[config.mk]
export PLATFORM = sky130hd
export DESIGN_NAME = equivalence_class_table
export DESIGN_NICKNAME = d
export VERILOG_FILES = /design/src/design/ect_pkg.sv /design/src/design/ect_store.sv /design/src/design/ect_scan.sv /design/src/design/equivalence_class_table.sv
export SDC_FILE = /design/constraint.sdc
export NUM_CORES = 1
export LEC_CHECK = 0
export ABC_AREA = 1
export BUFFER_PORTS_ARGS = -buffer_cell sky130_fd_sc_hd__buf_4
export CORE_AREA = 2 2 243 245
export DETAILED_ROUTE_END_ITERATION = 8
export DIE_AREA = 0 0 245 247
export PLACE_DENSITY = 0.65
export RECOVER_POWER = 100
export SLEW_MARGIN = 20
export SYNTH_ARGS = -nofsm -noshare
export SYNTH_HDL_FRONTEND = slang
export SYNTH_SLANG_ARGS = --single-unit
[constraint.sdc]
create_clock -name clk -period 3.6 [get_ports clk]
set_input_delay 0.72 -clock clk [delete_from_list [all_inputs] [get_ports clk]]
set_output_delay 0.72 -clock clk [all_outputs]
set_load 0.02 [all_outputs]
[src/design/ect_pkg.sv]
// ----------------------------------------------------------------------------
// ect_pkg - shared types and constants for the equivalence-class table
// Operation codes, scan modes and the structs passed between the sequencer,
// the scan unit and the table store.
// ----------------------------------------------------------------------------
package ect_pkg;

	localparam int VAR_W    = 6;
	localparam int OP_W     = 3;
	localparam int CNT_W    = 7;
	localparam int VAR_SPAN = 64;
	localparam int IN_W     = 16;
	localparam int OUT_W    = 16;

	localparam logic [OP_W-1:0] OP_REMOVE = 3'd0;
	localparam logic [OP_W-1:0] OP_MERGE  = 3'd1;
	localparam logic [OP_W-1:0] OP_ASSIGN = 3'd2;
	localparam logic [OP_W-1:0] OP_WEAK   = 3'd3;
	localparam logic [OP_W-1:0] OP_RENAME = 3'd4;

	typedef enum logic [1:0] {
		SCAN_COUNT   = 2'd0,
		SCAN_CLEAR   = 2'd1,
		SCAN_RELABEL = 2'd2
	} scan_mode_t;

	typedef struct packed {
		logic             rep_en;
		logic             vld_en;
		logic             vld;
		logic [VAR_W-1:0] rep;
		logic [VAR_W-1:0] idx;
	} wr_req_t;

	typedef struct packed {
		logic       start;
		scan_mode_t mode;
	} scan_cmd_t;

	typedef struct packed {
		logic             done;
		logic [CNT_W-1:0] cnt;
		logic [VAR_W-1:0] min;
	} scan_rsp_t;

endpackage

[src/design/ect_store.sv]
// ----------------------------------------------------------------------------
// ect_store - class membership store
// Membership flags in flip-flops cleared by reset, representatives in a
// single-port-write memory. One registered read and one write per cycle.
// ----------------------------------------------------------------------------
module ect_store #(
	parameter int DEPTH = 64,
	parameter int IW    = 6
) (
	input  logic                   clk,
	input  logic                   arst_n,
	input  logic [IW-1:0]          rd_addr,
	output logic                   rd_vld,
	output logic [ect_pkg::VAR_W-1:0] rd_rep,
	input  ect_pkg::wr_req_t       wr
);
	import ect_pkg::*;

	logic [DEPTH-1:0] vld_q;
	logic [VAR_W-1:0] rep_mem [DEPTH];
	logic             rd_vld_s1;
	logic [VAR_W-1:0] rd_rep_s1;

	always_ff @(posedge clk or negedge arst_n) begin
		if (!arst_n) begin
			vld_q     <= '0;
			rd_vld_s1 <= 1'b0;
		end else begin
			if (wr.vld_en) begin
				vld_q[wr.idx[IW-1:0]] <= wr.vld;
			end
			rd_vld_s1 <= vld_q[rd_addr];
		end
	end

	always_ff @(posedge clk) begin
		if (wr.rep_en) begin
			rep_mem[wr.idx[IW-1:0]] <= wr.rep;
		end
		rd_rep_s1 <= rep_mem[rd_addr];
	end

	assign rd_vld = rd_vld_s1;
	assign rd_rep = rd_rep_s1;

endmodule

[src/design/ect_scan.sv]
// ----------------------------------------------------------------------------
// ect_scan - table scan unit
// Walks the table one entry per cycle, matching members of one class, and
// counts them with the smallest index, clears them, or relabels them.
// ----------------------------------------------------------------------------
module ect_scan #(
	parameter int DEPTH = 64,
	parameter int IW    = 6
) (
	input  logic                      clk,
	input  logic                      arst_n,
	input  ect_pkg::scan_cmd_t        cmd,
	input  logic [ect_pkg::VAR_W-1:0] target,
	input  logic [ect_pkg::VAR_W-1:0] relabel_to,
	input  logic                      rd_vld,
	input  logic [ect_pkg::VAR_W-1:0] rd_rep,
	output logic [IW-1:0]             addr,
	output ect_pkg::wr_req_t          wr,
	output ect_pkg::scan_rsp_t        rsp
);
	import ect_pkg::*;

	logic             run_q;
	logic [IW-1:0]    addr_q;
	scan_mode_t       mode_q;
	logic             pend_s1;
	logic [IW-1:0]    idx_s1;
	logic [CNT_W-1:0] cnt_q;
	logic [IW-1:0]    min_q;
	logic             found_q;
	logic             match;
	logic             last_s1;

	assign match   = pend_s1 && rd_vld && (rd_rep == target);
	assign last_s1 = pend_s1 && (idx_s1 == IW'(DEPTH - 1));

	always_ff @(posedge clk or negedge arst_n) begin
		if (!arst_n) begin
			run_q   <= 1'b0;
			addr_q  <= '0;
			mode_q  <= SCAN_COUNT;
			pend_s1 <= 1'b0;
			idx_s1  <= '0;
			cnt_q   <= '0;
			min_q   <= '0;
			found_q <= 1'b0;
		end else begin
			pend_s1 <= run_q;
			idx_s1  <= addr_q;
			if (cmd.start) begin
				run_q   <= 1'b1;
				addr_q  <= '0;
				mode_q  <= cmd.mode;
				cnt_q   <= '0;
				found_q <= 1'b0;
			end else begin
				if (run_q) begin
					if (addr_q == IW'(DEPTH - 1)) begin
						run_q <= 1'b0;
					end
					addr_q <= addr_q + 1'b1;
				end
				if (match && mode_q == SCAN_COUNT) begin
					cnt_q <= cnt_q + 1'b1;
					if (!found_q) begin
						min_q   <= idx_s1;
						found_q <= 1'b1;
					end
				end
			end
		end
	end

	always_comb begin
		wr     = '0;
		wr.idx = VAR_W'(idx_s1);
		wr.rep = relabel_to;
		case (mode_q)
			SCAN_CLEAR:   wr.vld_en = match;
			SCAN_RELABEL: wr.rep_en = match;
			default:      wr.rep_en = 1'b0;
		endcase
	end

	assign addr     = addr_q;
	assign rsp.done = last_s1;
	assign rsp.cnt  = cnt_q;
	assign rsp.min  = VAR_W'(min_q);

endmodule

[src/design/equivalence_class_table.sv]
// ----------------------------------------------------------------------------
// equivalence_class_table - equivalence classes over numbered variables
// Each operation transfer edits the classes; one result transfer per input
// reports the class of var_a afterwards (member flag, representative, size).
// ----------------------------------------------------------------------------
// Usage:
//   s_axis carries {var_b, var_a, op}; m_axis carries {size, rep, in_class}.
//   One operation is in flight at a time: s_axis_tready is high only while
//   the sequencer is idle. Each operation reads the table, then runs full
//   table scans through the scan unit at one entry per cycle over D =
//   min(VAR_COUNT, 64) entries: one to count a class, one to clear or
//   relabel it. A rename that reshapes two classes is the worst case.
//   The result sits in an output register, so a new operation is accepted
//   while it waits; a stalled m_axis holds the sequencer in its final state
//   until the register frees up.
//   Reset empties all classes at once (flag flip-flops); no clearing pass.
// ----------------------------------------------------------------------------
module equivalence_class_table #(
	parameter int VAR_COUNT = 64
) (
	input  logic                      clk,
	input  logic                      arst_n,
	input  logic                      s_axis_tvalid,
	output logic                      s_axis_tready,
	input  logic [ect_pkg::IN_W-1:0]  s_axis_tdata,   // op[2:0], var_a[8:3], var_b[14:9]
	output logic                      m_axis_tvalid,
	input  logic                      m_axis_tready,
	output logic [ect_pkg::OUT_W-1:0] m_axis_tdata    // a_in_class[0], a_rep[6:1], a_class_size[13:7]
);
	import ect_pkg::*;

	localparam int DEPTH = (VAR_COUNT < VAR_SPAN) ? VAR_COUNT : VAR_SPAN;
	localparam int IW    = $clog2(DEPTH);

	typedef enum logic [18:0] {
		ST_IDLE = 19'h00001,
		ST_RDA  = 19'h00002,
		ST_RDB  = 19'h00004,
		ST_DEC  = 19'h00008,
		ST_MGB  = 19'h00010,
		ST_MGS  = 19'h00020,
		ST_RM0  = 19'h00040,
		ST_RM1  = 19'h00080,
		ST_RMC  = 19'h00100,
		ST_RM2  = 19'h00200,
		ST_RMA  = 19'h00400,
		ST_AS0  = 19'h00800,
		ST_AS1  = 19'h01000,
		ST_ASS  = 19'h02000,
		ST_ASW  = 19'h04000,
		ST_RP0  = 19'h08000,
		ST_RP1  = 19'h10000,
		ST_RPC  = 19'h20000,
		ST_OUT  = 19'h40000
	} state_t;

	state_t            state_q, state_d;
	logic [OP_W-1:0]   op_q, op_d;
	logic [VAR_W-1:0]  a_q, a_d, b_q, b_d;
	logic              a_ok_q, a_ok_d, b_ok_q, b_ok_d;
	logic              va_q, va_d, vb_q, vb_d;
	logic [VAR_W-1:0]  ra_q, ra_d;
	logic [VAR_W-1:0]  rmv_q, rmv_d;
	logic              cont_asg_q, cont_asg_d;
	logic [VAR_W-1:0]  r_q, r_d, to_q, to_d;
	logic              hit_q, hit_d;
	logic              out_vld_q, out_vld_d;
	logic [OUT_W-1:0]  out_data_q, out_data_d;

	logic [VAR_W-1:0]  in_a, in_b;
	logic [IW-1:0]     rd_addr, scan_addr;
	logic              rd_vld;
	logic [VAR_W-1:0]  rd_rep;
	wr_req_t           wr, fsm_wr, scan_wr;
	scan_cmd_t         scan_cmd;
	scan_rsp_t         scan_rsp;
	logic [VAR_W-1:0]  ra_n, rb_n, rb_new;

	assign in_a = s_axis_tdata[8:3];
	assign in_b = s_axis_tdata[14:9];

	assign ra_n   = va_q ? ra_q : a_q;
	assign rb_n   = rd_vld ? rd_rep : b_q;
	assign rb_new = rd_vld ? rd_rep : b_q;

	assign s_axis_tready = (state_q == ST_IDLE);
	assign m_axis_tvalid = out_vld_q;
	assign m_axis_tdata  = out_data_q;

	assign wr = (scan_wr.rep_en || scan_wr.vld_en) ? scan_wr : fsm_wr;

	ect_store #(.DEPTH(DEPTH), .IW(IW)) u_store (
		.clk     (clk),
		.arst_n  (arst_n),
		.rd_addr (rd_addr),
		.rd_vld  (rd_vld),
		.rd_rep  (rd_rep),
		.wr      (wr)
	);

	ect_scan #(.DEPTH(DEPTH), .IW(IW)) u_scan (
		.clk        (clk),
		.arst_n     (arst_n),
		.cmd        (scan_cmd),
		.target     (r_q),
		.relabel_to (to_q),
		.rd_vld     (rd_vld),
		.rd_rep     (rd_rep),
		.addr       (scan_addr),
		.wr         (scan_wr),
		.rsp        (scan_rsp)
	);

	always_comb begin
		state_d    = state_q;
		op_d       = op_q;
		a_d        = a_q;
		b_d        = b_q;
		a_ok_d     = a_ok_q;
		b_ok_d     = b_ok_q;
		va_d       = va_q;
		vb_d       = vb_q;
		ra_d       = ra_q;
		rmv_d      = rmv_q;
		cont_asg_d = cont_asg_q;
		r_d        = r_q;
		to_d       = to_q;
		hit_d      = hit_q;
		out_vld_d  = out_vld_q && !m_axis_tready;
		out_data_d = out_data_q;
		rd_addr    = scan_addr;
		fsm_wr     = '0;
		scan_cmd   = '0;

		unique case (state_q)
			ST_IDLE: begin
				if (s_axis_tvalid) begin
					op_d    = s_axis_tdata[2:0];
					a_d     = in_a;
					b_d     = in_b;
					a_ok_d  = int'(in_a) < VAR_COUNT;
					b_ok_d  = int'(in_b) < VAR_COUNT;
					state_d = ST_RDA;
				end
			end
			ST_RDA: begin
				rd_addr = a_q[IW-1:0];
				state_d = ST_RDB;
			end
			ST_RDB: begin
				rd_addr = b_q[IW-1:0];
				va_d    = rd_vld;
				ra_d    = rd_rep;
				state_d = ST_DEC;
			end
			ST_DEC: begin
				vb_d    = rd_vld;
				state_d = ST_RP0;
				if (a_ok_q) begin
					case (op_q)
						OP_REMOVE: begin
							rmv_d      = a_q;
							cont_asg_d = 1'b0;
							state_d    = ST_RM0;
						end
						OP_MERGE: begin
							if (b_ok_q && a_q != b_q &&
							    !(va_q && rd_vld && ra_q == rd_rep)) begin
								fsm_wr.rep_en = !va_q;
								fsm_wr.vld_en = !va_q;
								fsm_wr.vld    = 1'b1;
								fsm_wr.rep    = a_q;
								fsm_wr.idx    = a_q;
								r_d           = (ra_n < rb_n) ? rb_n : ra_n;
								to_d          = (ra_n < rb_n) ? ra_n : rb_n;
								state_d       = ST_MGB;
							end
						end
						OP_ASSIGN, OP_RENAME: begin
							if (b_ok_q) begin
								if (a_q != b_q) begin
									rmv_d      = a_q;
									cont_asg_d = 1'b1;
									state_d    = ST_RM0;
								end else if (op_q == OP_RENAME) begin
									rmv_d      = a_q;
									cont_asg_d = 1'b0;
									state_d    = ST_RM0;
								end
							end
						end
						OP_WEAK: begin
							if (b_ok_q && va_q && !(rd_vld && rd_rep == ra_q)) begin
								rmv_d      = a_q;
								cont_asg_d = 1'b0;
								state_d    = ST_RM0;
							end
						end
						default: state_d = ST_RP0;
					endcase
				end
			end
			ST_MGB: begin
				fsm_wr.rep_en = !vb_q;
				fsm_wr.vld_en = !vb_q;
				fsm_wr.vld    = 1'b1;
				fsm_wr.rep    = b_q;
				fsm_wr.idx    = b_q;
				scan_cmd      = '{start: 1'b1, mode: SCAN_RELABEL};
				state_d       = ST_MGS;
			end
			ST_MGS: begin
				if (scan_rsp.done) begin
					state_d = ST_RP0;
				end
			end
			ST_RM0: begin
				rd_addr = rmv_q[IW-1:0];
				state_d = ST_RM1;
			end
			ST_RM1: begin
				if (!rd_vld) begin
					state_d = cont_asg_q ? ST_AS0 : ST_RP0;
				end else begin
					r_d           = rd_rep;
					fsm_wr.vld_en = 1'b1;
					fsm_wr.vld    = 1'b0;
					fsm_wr.idx    = rmv_q;
					scan_cmd      = '{start: 1'b1, mode: SCAN_COUNT};
					state_d       = ST_RMC;
				end
			end
			ST_RMC: begin
				if (scan_rsp.done) begin
					state_d = ST_RM2;
				end
			end
			ST_RM2: begin
				if (scan_rsp.cnt <= CNT_W'(1)) begin
					scan_cmd = '{start: 1'b1, mode: SCAN_CLEAR};
					state_d  = ST_RMA;
				end else if (rmv_q == r_q) begin
					to_d     = scan_rsp.min;
					scan_cmd = '{start: 1'b1, mode: SCAN_RELABEL};
					state_d  = ST_RMA;
				end else begin
					state_d = cont_asg_q ? ST_AS0 : ST_RP0;
				end
			end
			ST_RMA: begin
				if (scan_rsp.done) begin
					state_d = cont_asg_q ? ST_AS0 : ST_RP0;
				end
			end
			ST_AS0: begin
				rd_addr = b_q[IW-1:0];
				state_d = ST_AS1;
			end
			ST_AS1: begin
				fsm_wr.rep_en = !rd_vld;
				fsm_wr.vld_en = !rd_vld;
				fsm_wr.vld    = 1'b1;
				fsm_wr.rep    = b_q;
				fsm_wr.idx    = b_q;
				r_d           = rb_new;
				if (a_q < rb_new) begin
					to_d     = a_q;
					scan_cmd = '{start: 1'b1, mode: SCAN_RELABEL};
					state_d  = ST_ASS;
				end else begin
					state_d = ST_ASW;
				end
			end
			ST_ASS: begin
				if (scan_rsp.done) begin
					state_d = ST_ASW;
				end
			end
			ST_ASW: begin
				fsm_wr.rep_en = 1'b1;
				fsm_wr.vld_en = 1'b1;
				fsm_wr.vld    = 1'b1;
				fsm_wr.rep    = (a_q < r_q) ? a_q : r_q;
				fsm_wr.idx    = a_q;
				if (op_q == OP_RENAME) begin
					rmv_d      = b_q;
					cont_asg_d = 1'b0;
					state_d    = ST_RM0;
				end else begin
					state_d = ST_RP0;
				end
			end
			ST_RP0: begin
				rd_addr = a_q[IW-1:0];
				state_d = ST_RP1;
			end
			ST_RP1: begin
				if (a_ok_q && rd_vld) begin
					hit_d    = 1'b1;
					r_d      = rd_rep;
					scan_cmd = '{start: 1'b1, mode: SCAN_COUNT};
					state_d  = ST_RPC;
				end else begin
					hit_d   = 1'b0;
					state_d = ST_OUT;
				end
			end
			ST_RPC: begin
				if (scan_rsp.done) begin
					state_d = ST_OUT;
				end
			end
			ST_OUT: begin
				if (!out_vld_q || m_axis_tready) begin
					out_vld_d  = 1'b1;
					out_data_d = hit_q ? {2'b00, scan_rsp.cnt, r_q, 1'b1} : '0;
					state_d    = ST_IDLE;
				end
			end
			default: state_d = ST_IDLE;
		endcase
	end

	always_ff @(posedge clk or negedge arst_n) begin
		if (!arst_n) begin
			state_q   <= ST_IDLE;
			out_vld_q <= 1'b0;
		end else begin
			state_q   <= state_d;
			out_vld_q <= out_vld_d;
		end
	end

	always_ff @(posedge clk) begin
		op_q       <= op_d;
		a_q        <= a_d;
		b_q        <= b_d;
		a_ok_q     <= a_ok_d;
		b_ok_q     <= b_ok_d;
		va_q       <= va_d;
		vb_q       <= vb_d;
		ra_q       <= ra_d;
		rmv_q      <= rmv_d;
		cont_asg_q <= cont_asg_d;
		r_q        <= r_d;
		to_q       <= to_d;
		hit_q      <= hit_d;
		out_data_q <= out_data_d;
	end

	// a variable outside any class reports all zeros
	assert property (@(posedge clk) disable iff (!arst_n)
		m_axis_tvalid && !m_axis_tdata[0] |-> m_axis_tdata[13:1] == '0)
		else $error("free variable reported with class data");

	// classes never hold fewer than two members
	assert property (@(posedge clk) disable iff (!arst_n)
		m_axis_tvalid && m_axis_tdata[0] |-> m_axis_tdata[13:7] >= CNT_W'(2))
		else $error("class of fewer than two members reported");

	assert property (@(posedge clk) disable iff (!arst_n)
		state_q == ST_IDLE |-> !(wr.rep_en || wr.vld_en))
		else $error("table written while idle");

	assert property (@(posedge clk) disable iff (!arst_n)
		scan_rsp.done |-> (state_q == ST_MGS || state_q == ST_RMC || state_q == ST_RMA ||
		                   state_q == ST_ASS || state_q == ST_RPC))
		else $error("scan finished outside a scan wait state");

endmodule
### Yosys cells after proc, flatten, opt, wreduce, memory -nomap -nowiden

Memories as Yosys holds them, arrays and structs flattened. A register that Yosys moved wholly into a read port is not among the register bits.
Index checks and enable logic that the tools add are counted.

* memories: 1
* logic and storage cells: 209
* bits in latches: 0
* register bits after elaboration: 174
* bits of input ports: 20
* bits in read-only memories: 0
* bits in writable memories: 384

Memory list
* u_store.rep_mem: depth 64, bits a word 6, read ports 1, clocked after Yosys merged registers in 1, wr ports 1, RTL line ect_store.sv:20 `logic [VAR_W-1:0] rep_mem [DEPTH];`

* shift-type cells: 0
* bitwise logic cells: 2
* reductions and logical operators: 40
* $mul: 0
* add/sub/neg operators: 2
* $lt $le $gt $ge: 7
* equal/unequal tests: 50
* divide/modulo/power cells: 0
* muxes and demuxes: 82

Operator list (number)
* $pmux 19 s19: 1
* $mux 19: 8
* $mux 16: 8
* $mux 6: 20
* $pmux 6 s3: 5
* $bwmux 64: 1
* $pmux 16 s4: 1
* $mux 15: 4
* $eq 6x6->1: 4
* $pmux 6 s4: 1
* $eq 19x1->1 const B: 1
* $eq 19x10->1 const B: 1
* $eq 19x11->1 const B: 1
* $eq 19x12->1 const B: 1
* $eq 19x13->1 const B: 1
* $eq 19x14->1 const B: 1
* $eq 19x15->1 const B: 1
* $eq 19x16->1 const B: 1
* $eq 19x17->1 const B: 1
* $eq 19x18->1 const B: 1
* $eq 19x19->1 const B: 1
* $eq 19x2->1 const B: 1
* $eq 19x3->1 const B: 1
* $eq 19x4->1 const B: 1
* 50 further kinds: 116

### Depth between registers and ports, before layout

* depth after elaboration: 13
* gate-level depth with buffers: 19
* depth with buffers taken out: 18

### By module

A second synthesis with hierarchy kept.

* cells, all modules: 2798
* area total of the unflattened synthesis: 26779.4 µm²

By module, submodules not included
* ect_store: cells each 1827, area an instance 19447.4 µm², instances 1
* equivalence_class_table: cells each 764, area an instance 5743.0 µm², instances 1
* ect_scan: cells each 207, area an instance 1589.0 µm², instances 1

### Worst setup path after synthesis

Ideal clock, no wire load.

* path kind: reg2reg
* start point: register u_store.rd_vld_s1, in the netlist u_store.rd_vld
* end point: register u_scan.min_q[1]
* period minus slack after synthesis: 2.827 ns
* required time: 3.468 ns
* arrival time: 2.695 ns
* cell stages (with the launch flop): 17
* path slack: 0.773 ns
* cells stage by stage: dfrtp_1 clkbuf_1 clkbuf_1 o21ai_0 ha_1 nand2_1 nor2_1 o21ai_0 o211ai_1 nor2_1 a211oi_1 inv_1 nor2_1 nand4_1 clkbuf_1 nand2_1 o21ai_0

* longest elaborated chain between the ends: 6

RTL lines
* start, declared: RTL line ect_store.sv:21 `logic rd_vld_s1;`
* start signal, assigned: RTL line ect_store.sv:32 `rd_vld_s1 <= vld_q[rd_addr];`
* $mux 6: RTL line equivalence_class_table.sv:84 `assign rb_new = rd_vld ? rd_rep : b_q;`
* $lt 6x6->1: RTL line equivalence_class_table.sv:266 `if (a_q < rb_new) begin`
* $mux 3: RTL line equivalence_class_table.sv:266
* $pmux 3 s4: RTL line equivalence_class_table.sv:135 `unique case (state_q)`
* $not 1->1 (no source line)
* $reduce_and 3->1 (no source line) (*)
* end signal, assigned: RTL line ect_scan.sv:66 `min_q <= idx_s1;`
* end, declared: RTL line ect_scan.sv:29 `logic [IW-1:0] min_q;`

Every way passes the cells marked *; elsewhere a longest branch is shown, timed or not.
A chain may end at the register's enable or synchronous reset.

==> results.sh <==
export IMPL_layout_area_seq_mm2=0.0162
export IMPL_wl_met1_um=33100
export IMPL_slew_viol_final=53
export IMPL_startpoint_type="flop"
export IMPL_synth_distinct_cells=62
export IMPL_skew_ns=0.0368
export IMPL_ys_ff_latch=562
export IMPL_synth_area_leaders="edfxtp_1 (46%), nand3_1 (10%), dfrtp_1 (10%), nand2_1 (9.2%), inv_1 (4.5%)"
export IMPL_netlist_instances=3081
export IMPL_routedWlPerCell_um=19.7
export IMPL_p_leak_nw=13.2
export IMPL_grt_max_degree=91
export IMPL_drtIter0Drc=2022
export IMPL_worstPathMaxFanout=33
export IMPL_hold_violations=0
export IMPL_fmax_mhz=286
export IMPL_setup_violations=0
export IMPL_cts_root_buf="clkbuf_16"
export IMPL_multi_input_area_mm2=0.0102
export IMPL_synth_cell_area_mm2=0.0286
export IMPL_grt_overflow=0
export IMPL_track_usage_pct=26.3
export IMPL_wl_met3_um=5790
export IMPL_core_area_mm2=0.0582
export IMPL_die_height_um=247
export IMPL_synth_warnings=0
export IMPL_detailedPlace_worstSlack_ns=0.0987
export IMPL_dp_final_hpwl_um=50900
export IMPL_clkTransAtPathRegs_ns=0.06
export IMPL_setup_tns_ns=0
export IMPL_run_status="finished, violations left"
export IMPL_period_share_pct=97.0
export IMPL_ys_seq_area_share_pct=56.8
export IMPL_nets=3217
export IMPL_critPathCaptureType="flop"
export IMPL_min_path_cells=1
export IMPL_required_ns=4.07
export IMPL_criticalPathCategory="flop to flop"
export IMPL_drive_above_1_share_pct=12.0
export IMPL_cap_violations=1
export IMPL_firstDrtPassIters=6
export IMPL_ys_flop_type="edfxtp_1"
export IMPL_fin_crit_ns=3.49
export IMPL_core_rowCount=89
export IMPL_power_mw=21.4
export IMPL_area_growth_syn_to_layout_pct=13.8
export IMPL_gp_congestion=0.924
export IMPL_final_cell_mix="nand2_1 (699), nand3_1 (585), edfxtp_1 (441)"
export IMPL_rrSetupSlack_ns=0.11
export IMPL_synth_edf_count=441
export IMPL_path_cells="nor2_1, nand2_2, nor2_8, nand2_2, nor2_1, inv_1, nand2_2, nor2_1, buf_4, nor2_1, o21ai_0, nand2_1, buf_12"
export IMPL_via_count=22603
export IMPL_dieArea_mm2=0.0605
export IMPL_async_flop_share_pct=20.5
export IMPL_cp_slowest_cell="nand2_1"
export IMPL_clk_latency_ns=0.65
export IMPL_viasPerCell=5.65
export IMPL_hold_path_end="b_q[5]$_DFFE_PP_"
export IMPL_tightest_slew_ns=3.14
export IMPL_io_pins=38
export IMPL_cts_max_level=2
export IMPL_fp_dieW_um=245
export IMPL_ir_drop_mv=0.676
export IMPL_start_util_pct=49.1
export IMPL_cts_setup_buffers=0
export IMPL_slew_headroom_pct=-109
export IMPL_layout_commonest_cell="nand2_1"
export IMPL_r2r_start="state_q[1]$_DFFE_PN0P_"
export IMPL_min_from="s_axis_tdata[14]"
export IMPL_num_fill_cells=5236
export IMPL_worstReg2RegEnd="u_store.rep_mem[44][2]$_DFFE_PP_"
export IMPL_antenna_found_initial=0
export IMPL_yosys_area_top_type="edfxtp_1"
export IMPL_io_buffers=34
export IMPL_layout_setup_ws_ns=0.106
export IMPL_routed_wl_um=78800
export IMPL_top_layer="met4"
export IMPL_cts_resized_gates=0
export IMPL_fin_hold_ws_ns=0.273
export IMPL_cts_path_max_buffers=3
export IMPL_violations="max-capacitance violations, max-slew violations"
export IMPL_slowest_delay_ns=0.58
export IMPL_synth_top_area_share_pct=46.3
export IMPL_grt_pass1_wl_um=123000
export IMPL_numClockSinks=562
export IMPL_arrival_ns=3.96
export IMPL_cts_tree="done"
export IMPL_holdBufCountCts=0
export IMPL_crit_path_frequent_cell="nor2_1"
export IMPL_ff2ff_path_depth=13
export IMPL_power_density_mw_per_mm2=657
export IMPL_drc=0
export IMPL_syn_area_per_cell_um2=9.29
export IMPL_grt_pass1_vias=21627
export IMPL_antenna_left=0
export IMPL_rsz0062_at_grt="no"
export IMPL_hold_path_class="primary input to flop"
export IMPL_numCtsBuffers=59
export IMPL_dr_wl_met2_um=37200
-- metal layers --
metal | GRT usage (%) | vias to the layer above
met5 | 0 | -
met4 | 9.83 | 0
met3 | 3.51 | 171
met2 | 43.5 | 932
met1 | 35.3 | 10844
li1 | - | 10656
-- sequential cells by signal (all words and copies together), names as in the netlist, 6 cells and up --
signal,cells
u_scan.cnt_q,7
u_store.rd_rep,6
to_q,6
m_axis_tdata,14
rmv_q,6
state_q,19
r_q,6
u_scan.idx_s1,6
ra_q,6
b_q,6
u_store.vld_q,64
u_store.rep_mem,384
a_q,6
u_scan.addr,6
u_scan.min_q,6
-- cell type report --
type	count	share of cell area (%)
inverter	367	4.25
timing repair buffer	212	5.54
tap	773	2.97
multi-input combinational	1977	31.2
clock buffer	78	5.06
sequential	562	49.9
antenna	1	0.00768
clock inverter	33	1.11
-- where the power goes --
group	internal, mW	switching, mW	total (mW)	leakage, nW
clock network	3.65	2.61	6.26	0.975
registers	7.15	0.187	7.34	5.41
logic	2.44	5.35	7.79	6.83
-- worst max-delay path, delay by kind of cell (launching register included) --
| kind | cells | cell delay (ns) |
|---|---|---|
| simple gates | 9 | 2.03 |
| compound gates | 1 | 0.25 |
| buf+inv | 3 | 0.62 |
| flops | 1 | 0.40 |
-- synth_stat cells (all sizes together) (4+ instances only) --
master and instances:
a21oi 38, a22oi 7, buf 137, clkbuf 39
dfrtp 114, dfxtp 6, edfxtp 441, ha 18
inv 365, nand2 720, nand3 587, nand3b 157
nand4 96, nor2 193, nor3 15, nor4 8
o211ai 14, o21a 7, o21ai 68, o221ai 7
or2 4, xnor2 11, xor2 6
-- worst max path at each step --
| stage | startpoint | to | slack [ns] | cells past startpoint |
|---|---|---|---|---|
| 2_1_floorplan | u_store.rd_vld$_DFF_PN0_ | u_scan.min_q[1]$_DFFE_PN0P_ | 0.77 | 16 |
| 3_3_place_gp | u_store.rd_rep[0]$_DFF_P_ | u_store.rep_mem[18][1]$_DFFE_PP_ | 0.18 | 15 |
| 3_5_place_dp | u_store.rd_rep[0]$_DFF_P_ | u_store.rep_mem[18][1]$_DFFE_PP_ | 0.1 | 15 |
| 4_1_cts | u_store.rd_rep[0]$_DFF_P_ | u_store.rep_mem[18][5]$_DFFE_PP_ | 0.07 | 15 |
| 5_1_grt | state_q[1]$_DFFE_PN0P_ | u_store.rep_mem[27][1]$_DFFE_PP_ | 0.03 | 17 |
| 6_report | state_q[1]$_DFFE_PN0P_ | u_store.rep_mem[44][2]$_DFFE_PP_ | 0.11 | 13 |
-- through the flow --
step	area, um^2	utilization (%)	std cells
detailed placement	30800	53.0	3891
finish	32600	55.9	4003
global route	32600	55.9	4002
CTS	32900	56.4	4002
floorplan	28600	-	3082
global placement	30800	53.0	3891
-- logic make-up (layout without fill, tap and decap cells) --
group                    Yosys count  in the layout  share of synthesized area, %
AND/OR/NAND/NOR                 1783           1783                          30.4
flip-flops                       562            562                          56.8
buffers and inverters            543            690                          8.04
AO/OA/AOI/OAI                    157            157                          3.47
adder cells (fa/ha/maj)           18             18                         0.787
XOR/XNOR                          17             17                         0.520
other                              1              3                        0.0131
(Power assumes the default switching activity.)
